--- config.mk ---
export PLATFORM = sky130hd
export DESIGN_NAME = line_rasterizer
export DESIGN_NICKNAME = d
export VERILOG_FILES = /design/src/design/lr_pkg.sv /design/src/design/lr_front.sv /design/src/design/lr_queue.sv /design/src/design/lr_back.sv /design/src/design/line_rasterizer.sv
export SDC_FILE = /design/constraint.sdc
export NUM_CORES = 1
export LEC_CHECK = 0
export BUFFER_PORTS_ARGS = -buffer_cell sky130_fd_sc_hd__buf_2
export CAP_MARGIN = 10
export CORE_AREA = 2 2 212 214
export CTS_BUF_LIST = sky130_fd_sc_hd__clkbuf_2
export CTS_CLUSTER_SIZE = 10
export DETAILED_ROUTE_END_ITERATION = 7
export DIE_AREA = 0 0 214 216
export PLACE_DENSITY = 0.62
export SYNTH_ARGS = -nofsm -noshare
export SYNTH_HDL_FRONTEND = slang
export SYNTH_SLANG_ARGS = --single-unit
--- constraint.sdc ---
create_clock -name clk -period 8.1 [get_ports clk]
set_input_delay 0.81 -clock clk [delete_from_list [all_inputs] [get_ports clk]]
set_output_delay 0.81 -clock clk [all_outputs]
set_load 0.05 [all_outputs]
--- src/design/lr_pkg.sv ---
// Shared types and constants for the line rasterizer.
`default_nettype none

package lr_pkg;

  // Coordinate and length widths.
  localparam int COORD_BITS  = 12;
  localparam int LEN_BITS    = COORD_BITS + 1;
  localparam int CFG_BITS    = 12;
  localparam int COLOUR_BITS = 32;
  localparam int CMP_BITS    = (COORD_BITS > CFG_BITS) ? COORD_BITS : CFG_BITS;

  // Depth of the command queue between the front and the back.
  localparam int QUEUE_DEPTH = 2;
  localparam int QPTR_BITS   = (QUEUE_DEPTH > 1) ? $clog2(QUEUE_DEPTH) : 1;
  localparam int QCNT_BITS   = $clog2(QUEUE_DEPTH + 1);

  // Reset values of the image size registers.
  localparam logic [CFG_BITS-1:0] WIDTH_RESET  = CFG_BITS'(1024);
  localparam logic [CFG_BITS-1:0] HEIGHT_RESET = CFG_BITS'(1024);

  // Item actions.
  typedef enum logic [0:0] {
    ACT_START = 1'b0,
    ACT_STEP  = 1'b1
  } action_t;

  // Configuration register indexes.
  typedef enum logic [0:0] {
    REG_IMAGE_WIDTH  = 1'b0,
    REG_IMAGE_HEIGHT = 1'b1
  } cfg_reg_t;

  // Input item.
  typedef struct packed {
    logic                          action;
    logic signed [COORD_BITS-1:0]  start_x;
    logic signed [COORD_BITS-1:0]  start_y;
    logic signed [COORD_BITS-1:0]  end_x;
    logic signed [COORD_BITS-1:0]  end_y;
    logic        [COLOUR_BITS-1:0] line_colour;
  } in_item_t;

  // Result item.
  typedef struct packed {
    logic signed [COORD_BITS-1:0]  pixel_x;
    logic signed [COORD_BITS-1:0]  pixel_y;
    logic        [COLOUR_BITS-1:0] pixel_colour;
    logic                          inside_res;
    logic                          last;
  } out_item_t;

  // Classified command from the front to the back.
  typedef struct packed {
    logic                          is_start;
    logic        [COORD_BITS-1:0]  x0;
    logic        [COORD_BITS-1:0]  y0;
    logic        [COORD_BITS-1:0]  major_len;
    logic        [COORD_BITS-1:0]  minor_len;
    logic signed [1:0]             diag_x;
    logic signed [1:0]             diag_y;
    logic signed [1:0]             axis_x;
    logic signed [1:0]             axis_y;
    logic        [COLOUR_BITS-1:0] colour;
  } cmd_t;

  // Handshake between the queue and its neighbors.
  typedef struct packed {
    logic full;
    logic valid;
  } queue_status_t;

endpackage

`default_nettype wire

--- src/design/lr_front.sv ---
// Front end: accepts items, classifies them and works out the octant setup.
`default_nettype none

module lr_front (
  input  wire  lr_pkg::in_item_t      in_item,
  input  wire  logic                  in_valid,
  output logic                        in_stall,
  input  wire  logic                  queue_full,
  output logic                        push,
  output lr_pkg::cmd_t                cmd
);

  localparam int C = lr_pkg::COORD_BITS;

  logic signed [C:0]   dx;
  logic signed [C:0]   dy;
  logic        [C:0]   dx_abs;
  logic        [C:0]   dy_abs;
  logic        [C-1:0] ax;
  logic        [C-1:0] ay;
  logic signed [1:0]   sx;
  logic signed [1:0]   sy;

  // The queue is the only back pressure the front sees.
  assign in_stall = queue_full;
  assign push     = in_valid && !queue_full;

  // Deltas, magnitudes and signs; a zero delta steps in the positive direction.
  always_comb begin
    dx     = {in_item.end_x[C-1], in_item.end_x} - {in_item.start_x[C-1], in_item.start_x};
    dy     = {in_item.end_y[C-1], in_item.end_y} - {in_item.start_y[C-1], in_item.start_y};
    dx_abs = dx[C] ? -dx : dx;
    dy_abs = dy[C] ? -dy : dy;
    ax     = dx_abs[C-1:0];
    ay     = dy_abs[C-1:0];
    sx     = dx[C] ? -2'sd1 : 2'sd1;
    sy     = dy[C] ? -2'sd1 : 2'sd1;
  end

  // Build the command; equal lengths make x the major axis.
  always_comb begin
    cmd.is_start = (in_item.action == lr_pkg::ACT_START);
    cmd.x0       = in_item.start_x;
    cmd.y0       = in_item.start_y;
    cmd.colour   = in_item.line_colour;
    cmd.diag_x   = sx;
    cmd.diag_y   = sy;
    if (ax < ay) begin
      cmd.major_len = ay;
      cmd.minor_len = ax;
      cmd.axis_x    = 2'sd0;
      cmd.axis_y    = sy;
    end else begin
      cmd.major_len = ax;
      cmd.minor_len = ay;
      cmd.axis_x    = sx;
      cmd.axis_y    = 2'sd0;
    end
  end

endmodule

`default_nettype wire

--- src/design/lr_queue.sv ---
// Short command queue between the front and the back.
`default_nettype none

module lr_queue (
  input  wire  logic                  clk,
  input  wire  logic                  rst,
  input  wire  logic                  push,
  input  wire  lr_pkg::cmd_t          wr_cmd,
  input  wire  logic                  pop,
  output lr_pkg::cmd_t                rd_cmd,
  output lr_pkg::queue_status_t       qstat
);

  localparam int D  = lr_pkg::QUEUE_DEPTH;
  localparam int PB = lr_pkg::QPTR_BITS;
  localparam int CB = lr_pkg::QCNT_BITS;

  lr_pkg::cmd_t  entries [D];
  logic [PB-1:0] wr_ptr;
  logic [PB-1:0] rd_ptr;
  logic [CB-1:0] count;

  assign qstat.full  = (count == CB'(D));
  assign qstat.valid = (count != '0);
  assign rd_cmd      = entries[rd_ptr];

  // Pointers and fill count.
  always_ff @(posedge clk) begin
    if (rst) begin
      wr_ptr <= '0;
      rd_ptr <= '0;
      count  <= '0;
    end else begin
      if (push) begin
        wr_ptr <= (wr_ptr == PB'(D - 1)) ? '0 : wr_ptr + 1'b1;
      end
      if (pop) begin
        rd_ptr <= (rd_ptr == PB'(D - 1)) ? '0 : rd_ptr + 1'b1;
      end
      if (push && !pop) begin
        count <= count + 1'b1;
      end else if (pop && !push) begin
        count <= count - 1'b1;
      end
    end
  end

  // Entry storage.
  always_ff @(posedge clk) begin
    if (push) begin
      entries[wr_ptr] <= wr_cmd;
    end
  end

endmodule

`default_nettype wire

--- src/design/lr_back.sv ---
// Back end: walks the active line and emits one pixel per start, and per step while a line is active.
`default_nettype none

module lr_back (
  input  wire  logic                         clk,
  input  wire  logic                         rst,
  input  wire  lr_pkg::cmd_t                 cmd,
  input  wire  logic                         cmd_valid,
  output logic                               pop,
  input  wire  logic [lr_pkg::CFG_BITS-1:0]  image_width,
  input  wire  logic [lr_pkg::CFG_BITS-1:0]  image_height,
  output lr_pkg::out_item_t                  out_item,
  output logic                               out_valid,
  input  wire  logic                         out_stall
);

  localparam int C  = lr_pkg::COORD_BITS;
  localparam int L  = lr_pkg::LEN_BITS;
  localparam int CM = lr_pkg::CMP_BITS;

  // Line state.
  logic                           busy;
  logic        [C-1:0]            cur_x;
  logic        [C-1:0]            cur_y;
  logic        [L-1:0]            pixels_left;
  logic        [L-1:0]            error_acc;
  logic        [C-1:0]            major_len;
  logic        [C-1:0]            minor_len;
  logic signed [1:0]              diag_step_x;
  logic signed [1:0]              diag_step_y;
  logic signed [1:0]              axis_step_x;
  logic signed [1:0]              axis_step_y;
  logic        [lr_pkg::COLOUR_BITS-1:0] held_colour;

  // Values the current pixel is computed from.
  logic        [C-1:0]            base_x;
  logic        [C-1:0]            base_y;
  logic        [L-1:0]            base_left;
  logic        [L-1:0]            base_err;
  logic        [C-1:0]            base_major;
  logic        [C-1:0]            base_minor;
  logic signed [1:0]              base_dx;
  logic signed [1:0]              base_dy;
  logic signed [1:0]              base_ax;
  logic signed [1:0]              base_ay;
  logic        [lr_pkg::COLOUR_BITS-1:0] base_colour;

  logic                           can_advance;
  logic                           emit;
  logic        [L-1:0]            pixels_left_next;
  logic        [L-1:0]            acc_sum;
  logic                           wrap;
  logic        [L-1:0]            error_acc_next;
  logic signed [1:0]              step_x;
  logic signed [1:0]              step_y;
  logic        [C-1:0]            cur_x_next;
  logic        [C-1:0]            cur_y_next;
  logic                           in_image;
  logic                           last_pixel;

  // A command leaves the queue whenever the output register can take a result.
  assign can_advance = !out_valid || !out_stall;
  assign pop         = cmd_valid && can_advance;
  assign emit        = pop && (cmd.is_start || busy);

  // A start loads a fresh line; a step continues the held one.
  always_comb begin
    if (cmd.is_start) begin
      base_x      = cmd.x0;
      base_y      = cmd.y0;
      base_major  = cmd.major_len;
      base_minor  = cmd.minor_len;
      base_left   = L'(cmd.major_len) + 1'b1;
      base_err    = L'(cmd.major_len >> 1);
      base_dx     = cmd.diag_x;
      base_dy     = cmd.diag_y;
      base_ax     = cmd.axis_x;
      base_ay     = cmd.axis_y;
      base_colour = cmd.colour;
    end else begin
      base_x      = cur_x;
      base_y      = cur_y;
      base_major  = major_len;
      base_minor  = minor_len;
      base_left   = pixels_left;
      base_err    = error_acc;
      base_dx     = diag_step_x;
      base_dy     = diag_step_y;
      base_ax     = axis_step_x;
      base_ay     = axis_step_y;
      base_colour = held_colour;
    end
  end

  // Pixel flags and the Bresenham error update.
  always_comb begin
    in_image = !base_x[C-1] && (CM'(base_x) < CM'(image_width)) &&
               !base_y[C-1] && (CM'(base_y) < CM'(image_height));
    pixels_left_next = base_left - 1'b1;
    last_pixel       = (pixels_left_next == '0);
    acc_sum          = base_err + L'(base_minor);
    wrap             = (acc_sum >= L'(base_major));
    error_acc_next   = wrap ? (acc_sum - L'(base_major)) : acc_sum;
    step_x           = wrap ? base_dx : base_ax;
    step_y           = wrap ? base_dy : base_ay;
    cur_x_next       = base_x + {{(C-2){step_x[1]}}, step_x};
    cur_y_next       = base_y + {{(C-2){step_y[1]}}, step_y};
  end

  // Line state registers.
  always_ff @(posedge clk) begin
    if (rst) begin
      busy        <= 1'b0;
      cur_x       <= '0;
      cur_y       <= '0;
      pixels_left <= '0;
      error_acc   <= '0;
      major_len   <= '0;
      minor_len   <= '0;
      diag_step_x <= '0;
      diag_step_y <= '0;
      axis_step_x <= '0;
      axis_step_y <= '0;
      held_colour <= '0;
    end else if (emit) begin
      busy        <= !last_pixel;
      cur_x       <= cur_x_next;
      cur_y       <= cur_y_next;
      pixels_left <= pixels_left_next;
      error_acc   <= error_acc_next;
      major_len   <= base_major;
      minor_len   <= base_minor;
      diag_step_x <= base_dx;
      diag_step_y <= base_dy;
      axis_step_x <= base_ax;
      axis_step_y <= base_ay;
      held_colour <= base_colour;
    end
  end

  // Output register.
  always_ff @(posedge clk) begin
    if (rst) begin
      out_valid <= 1'b0;
    end else if (can_advance) begin
      out_valid <= emit;
    end
  end

  always_ff @(posedge clk) begin
    if (can_advance && emit) begin
      out_item.pixel_x      <= base_x;
      out_item.pixel_y      <= base_y;
      out_item.pixel_colour <= base_colour;
      out_item.inside_res   <= in_image;
      out_item.last         <= last_pixel;
    end
  end

endmodule

`default_nettype wire

--- src/design/line_rasterizer.sv ---
// Top level of the line rasterizer: configuration registers, front, queue and back.
`default_nettype none

// Bresenham line rasterizer. A start item (action 0) loads two endpoints and a
// colour and yields the line's first pixel; each step item (action 1) yields the
// next pixel, with last set on the final one and inside_res set when the pixel
// lies within image_width by image_height. A step with no active line yields
// nothing. The block takes one item and gives one pixel every clock cycle while
// the output is not stalled, a rate set by the back end's error update, which
// adds, compares and subtracts once per pixel. An accepted item is written into
// the command queue, and the output register then holds its pixel until it is
// taken. Configuration writes are always taken at once and must only be made
// while the block is idle.
module line_rasterizer (
  input  wire  logic                         clk,
  input  wire  logic                         rst,
  input  wire  lr_pkg::in_item_t             in_item,
  input  wire  logic                         in_valid,
  output logic                               in_stall,
  output lr_pkg::out_item_t                  out_item,
  output logic                               out_valid,
  input  wire  logic                         out_stall,
  input  wire  logic                         cfg_valid,
  output logic                               cfg_ready,
  input  wire  lr_pkg::cfg_reg_t             cfg_index,
  input  wire  logic [lr_pkg::CFG_BITS-1:0]  cfg_data
);

  logic [lr_pkg::CFG_BITS-1:0] image_width;
  logic [lr_pkg::CFG_BITS-1:0] image_height;

  lr_pkg::queue_status_t qstat;
  lr_pkg::cmd_t          push_cmd;
  lr_pkg::cmd_t          head_cmd;
  logic                  push;
  logic                  pop;

  // Image size registers.
  assign cfg_ready = 1'b1;

  always_ff @(posedge clk) begin
    if (rst) begin
      image_width  <= lr_pkg::WIDTH_RESET;
      image_height <= lr_pkg::HEIGHT_RESET;
    end else if (cfg_valid && cfg_ready) begin
      case (cfg_index)
        lr_pkg::REG_IMAGE_WIDTH:  image_width  <= cfg_data;
        lr_pkg::REG_IMAGE_HEIGHT: image_height <= cfg_data;
        default: begin
        end
      endcase
    end
  end

  lr_front u_front (
    .in_item    (in_item),
    .in_valid   (in_valid),
    .in_stall   (in_stall),
    .queue_full (qstat.full),
    .push       (push),
    .cmd        (push_cmd)
  );

  lr_queue u_queue (
    .clk    (clk),
    .rst    (rst),
    .push   (push),
    .wr_cmd (push_cmd),
    .pop    (pop),
    .rd_cmd (head_cmd),
    .qstat  (qstat)
  );

  lr_back u_back (
    .clk          (clk),
    .rst          (rst),
    .cmd          (head_cmd),
    .cmd_valid    (qstat.valid),
    .pop          (pop),
    .image_width  (image_width),
    .image_height (image_height),
    .out_item     (out_item),
    .out_valid    (out_valid),
    .out_stall    (out_stall)
  );

endmodule

`default_nettype wire
# After elaboration in Yosys (flattened, before gate mapping)
# Memories as Yosys holds them, arrays and structs flattened. A register that Yosys moved wholly into a read port is not among the register bits.
# Index checks and enable logic that the tools add are counted.
# word_totals
n_memories,1
latch_bits,0
register_bits,202
romBits,0
input_bits,99
ramBits,178
# op_classes
eq_ne,1
n_mux,28
n_bitwise,2
div_mod_pow,0
magnitude_cmp,4
reduce_logical,24
mul,0
n_addsub,14
shift,0
# memory_table
memory,depth,word_bits,rd,rd_clocked_by_memory_dff,write_ports,line_no,source
u_queue.entries,2,89,1,1,1,lr_queue.sv:18,lr_pkg::cmd_t entries [D];
# ops
operator,count
12-bit two-way mux,6
13-bit two-way mux,3
12-bit less-than comparator,3
32-bit two-way mux,1
12-bit by 12-bit subtractor with 13-bit output,2
12-bit adder,2
24-bit two-way mux,1
12-bit negation,2
2-bit two-way mux,10
"12-bit by 1-bit adder with 13-bit output, second input constant",1
13-bit by 12-bit adder with 13-bit output,1
13-bit by 12-bit >= comparator with 1-bit output,1
13-bit zero test,1
"13-bit by 1-bit subtractor with 13-bit output, second input constant",1
13-bit by 12-bit subtractor with 13-bit output,1
1-bit logical AND,9
1-bit zero test,8
1-bit two-way mux,6
4-bit two-way mux,1
2-bit AND reduction,2
2-bit nonzero test,2
"1-bit adder, second input constant",2
"2-bit by 1-bit adder with 2-bit output, second input constant",1
"2-bit equality test, second input constant",1
other kinds (3),5

# Logic depth before layout (Yosys ltp)
# depth
word_depth,7
depth_mapped,41

# Cells and area by module
# A second synthesis with hierarchy kept.
# hier_totals
hier_cells,1862
hier_area_um2,20520.9
# by_module_without_submodules
module,area_each_um2,seq_area_each_um2,instances,cells_each
lr_back,10203.5,4063.9,1,1104
lr_queue,6661.4,5445.2,1,299
lr_front,2662.6,0.0,1,365
line_rasterizer,993.5,480.5,1,94

# Least setup slack after synthesis
# No wires, ideal clock.
# synth_path
path_type,register to register
startpoint,register (tool-made name)
endpoint,register u_back.cur_x[11]
stages_incl_launch_ff,38
setup_ns,0.121
t_required_ns,7.979
path_buffers,6
setup_slack_ns,0.104
t_arrival_ns,7.875
cell_sequence,dfxtp_1 mux2i_2 clkbuf_1 buf_2 clkbuf_1 buf_2 clkbuf_1 nand2_1 o21ai_0 ha_1 o21a_1 o31a_1 o21ai_0 nand2b_1 a21o_1 a21o_1 a21o_1 a21oi_1 (+2 left out) a21o_1 a31o_2 a221oi_2 o21ai_2 buf_1 mux2i_1 ha_1 a21o_1 a21o_1 a21o_1 a21oi_1 o21ai_0 a211oi_1 o21bai_1 a21o_1 a21o_1 xnor2_1 o21ai_0
# synth_rtl
element,line_no,source
end signal: assignment,lr_back.sv:127,cur_x <= cur_x_next;
end: declaration,lr_back.sv:23,logic [C-1:0] cur_x;

==> impl_metrics.toml <==
[layout]
nets = 2345
seq_area_um2 = 9870
fill_cells = 4046
multiInputGateArea_um2 = 8540
area_growth_pct = 15.4
drive_above_1_share_pct = 16.2
fin_cells = 2805

[die]
start_util_pct = 43.5
coreArea_um2 = 43800
die_height_um = 216
fp.dieArea_um2 = 46200
row_count = 77
die_x_um = 214
num_io_pins = 160

[clock_tree]
cts_tree = "done"
htreeDepth = 3
clk_transition_reported_paths_ns = 0.11
clk_latency_ns = 1.00
cts-root-buf = "clkbuf_2"
cts.sinks = 377
cts_made_buffers = 94
clockBufferDepth = 3

[placed_design]
placedCellCount = 2559
dp_hpwl_um = 32000
gp_congestion = 0.871
io_buffers = 158

[sta]
whs_ns = 0.134
post-route-period-util_pct = 92.0
fmaxAchievable_ghz = 0.134
drv_slew = 0
setup_tns_ns = 0
final.min_clock_period_ns = 7.45
hold_violations = 0
rsz0062_at_grt = "no"
tightest_slew_ns = 1.08
relSlewSlack_pct = 26.9
setup_viol = 0
finClkSkew_ns = 0.0630

[setup_path]
path_class = "flip-flop to flip-flop"
cp_slowest_cell = "dfxtp_4"
path_max_fanout = 29
max_stage_delay_ns = 0.62
worstPathArrival_ns = 8.33
r2r_slack_ns = 0.65
startpoint_type = "flip-flop"
crit_top_cell = "a21o_1"
rr_worst_depth = 35
cp.required_ns = 8.98
r2r_end = "u_back.cur_x[10]$_SDFFE_PP0P_"
end_kind = "flip-flop"

[pwr]
p_per_area_nw_per_um2 = 461
power.leakage_nw = 8.85
ir_drop_uv = 253
power.total_mw = 10.2

[detailed_routing]
first_iter_violations = 1030
drt-wirelength-per-cell_um = 16.7
viasPerCell = 5.21
routed-via-count = 14600
antenna_left = 0
dr.pass1.iters = 5
route.detailed.drc = 0
wirelength_um = 46800

[yosys]
synth_top_family_by_area = "compound AO/OA/AOI/OAI gates"
synth_fp_nets = 2089
synth_top_area_share_pct = 36.5
yosys.area_share.simple_pct = 12.6
synthDistinctLibCells = 74
syn-cell-area_um2 = 19100
synth_mux_area_share_pct = 6.63
synth_fa_ha_area_share_pct = 7.82
synth_flop_cell = "edfxtp_1"
synth_compound_area_share_pct = 13.4
synth_xor_xnor_area_share_pct = 4.04
synth.area.top_cells = "edfxtp_1 37%, dfxtp_1 15%, ha_1 7.1%, mux2i_1 6.2%, nand2_1 5.7%"
yosysTopAreaCell = "edfxtp_1"
ys_seq_area_share_pct = 51.7
synth_edf_count = 232
yosysWarnings = 0
synthCells = 1876
avgSynthCellArea_um2 = 10.2
async_flop_share_pct = 0
ys_seq_elements = 377

[min_path]
min_from = "in_item[68]"
whs_endpoint = "u_queue.entries[0][76]$_DFFE_PP_"
hold_class = "primary input to flip-flop"
min_path_cells = 1

[global_route]
antenna_found_initial = 4
grt_pass1_wl_um = 73800
grt_max_degree = 102
track_usage_pct = 20.0
grt-ovfl-total = 0
first_global_vias = 14200

[flow_run]
maxCapViolations = 0

[status]
outcome = "finished clean"
-- routing by layer --
metal	track usage (%)	up-vias	wire [um]
li1	-	7223	-
met1	26.9	6915	21700
met2	32.2	413	21600
met3	3.95	71	2630
met4	7.30	0	832
met5	0	-	0
-- per-stage QoR --
stage | instance area [um2] | worst slack, ns | utilization [%]
after CTS | 22000 | 0.431 | 50.1
after global routing | 22000 | 0.0137 | 50.3
after floorplan | 19100 | 0.104 | -
after global placement | 20500 | 0.644 | 46.7
final | 22000 | 0.651 | 50.3
after detailed placement | 20500 | 0.536 | 46.7
-- flip-flops by register name, indices dropped and copies added (netlist names), 12 cells and up, named ones only --
| name | cells |
|---|---|
| image_width | 12 |
| u_back.out_item | 58 |
| u_back.pixels_left | 13 |
| u_back.major_len | 12 |
| u_back.minor_len | 12 |
| u_back.cur_y | 12 |
| u_queue.entries | 174 |
| u_back.error_acc | 13 |
| image_height | 12 |
| u_back.held_colour | 32 |
| u_back.cur_x | 12 |
-- final cells by class --
class	count	area share, %
Clock buffer	133	3.02
Tap cell	592	3.36
Timing Repair Buffer	244	7.38
Antenna cell	3	0.0341
Inverter	101	1.74
Multi-Input combinational cell	1314	38.8
Sequential cell	377	44.8
Clock inverter	41	0.880
-- worst max-delay path, delay by kind of cell (launching register included) --
| family | cells | cell delay (ns) |
|---|---|---|
| xor+xnor | 1 | 0.16 |
| flops | 1 | 0.62 |
| simple gates | 7 | 1.09 |
| mux | 2 | 0.65 |
| compound gates | 18 | 3.26 |
| buf+inv | 3 | 0.37 |
| fa+ha+maj | 4 | 1.18 |
-- where the power goes --
part	switching [mW]	internal [mW]	leakage, nW
Sequential	0.204	2.68	3.36
Combinational	3.79	2.24	4.83
Clock	0.770	0.481	0.660
Total	4.76	5.39	8.85
-- Yosys cell counts, types with 3 or more instances --
cell type and instances:
buf_2 12, dfxtp_1 145, inv_1 99, buf_1 12, nand3_1 12, nand2_1 289, fa_1 6, nor3_1 32
mux2_2 5, o211ai_1 6, a21o_1 33, mux2i_1 118, a211oi_1 21, nand2b_1 13, nand3b_1 3, nand4_1 8
buf_4 4, a21boi_0 4, o21ai_0 113, xor2_1 40, or2_2 3, a2111oi_0 3, o21ai_1 7, nor2b_1 25
ha_1 108, xnor2_1 48, o41ai_1 4, nor3b_1 4, nor2_1 128, edfxtp_1 232, or3_1 5, o31ai_1 7
and3_1 7, nor4_1 3, and2_1 4, nor4b_1 4, a21oi_1 179, o21bai_1 7, clkbuf_1 57, a31oi_1 4
o21a_1 19
-- cells in the final DEF, fill, tap and decap left out, types with 33 or more instances in the layout --
cell type | Yosys | final
xor2_1 | 40 | 40
nor2_1 | 128 | 127
dfxtp_1 | 145 | 144
xnor2_1 | 48 | 48
mux2i_1 | 118 | 118
edfxtp_1 | 232 | 232
buf_2 | 12 | 157
a21o_1 | 33 | 33
dlygate4sd3_1 | 0 | 67
clkbuf_2 | 0 | 133
nand2_1 | 289 | 289
o21ai_0 | 113 | 112
inv_1 | 99 | 98
a21oi_1 | 179 | 179
ha_1 | 108 | 108
-- how the worst max path moves through the flow --
stage                         start                             to  slack (ns)
final                     flip-flop  u_back.cur_x[10]$_SDFFE_PP0P_        0.65
after global routing      flip-flop  u_back.cur_x[10]$_SDFFE_PP0P_        0.01
after global placement    flip-flop  u_back.cur_x[11]$_SDFFE_PP0P_        0.64
after detailed placement  flip-flop  u_back.cur_x[10]$_SDFFE_PP0P_        0.54
after floorplan           flip-flop  u_back.cur_x[11]$_SDFFE_PP0P_        0.10
after CTS                 flip-flop  u_back.cur_x[10]$_SDFFE_PP0P_        0.43
-- logic make-up (layout without fill, tap and decap cells) --
| kind of cell | count (synthesis) | after routing |
|---|---|---|
| fa+ha+maj | 116 | 116 |
| compound gates | 432 | 432 |
| buf+inv | 186 | 519 |
| xor+xnor | 88 | 88 |
| other cells | 1 | 4 |
| mux | 125 | 126 |
| simple gates | 551 | 551 |
| flops | 377 | 377 |
-- repair_timing --
action,in CTS,in global routing
hold endpoints to repair,133,0
resized for setup,0,4
hold buffers,67,0
setup buffers,0,1
setup endpoints to repair,0,2
Power figures use the tool's default switching activity.
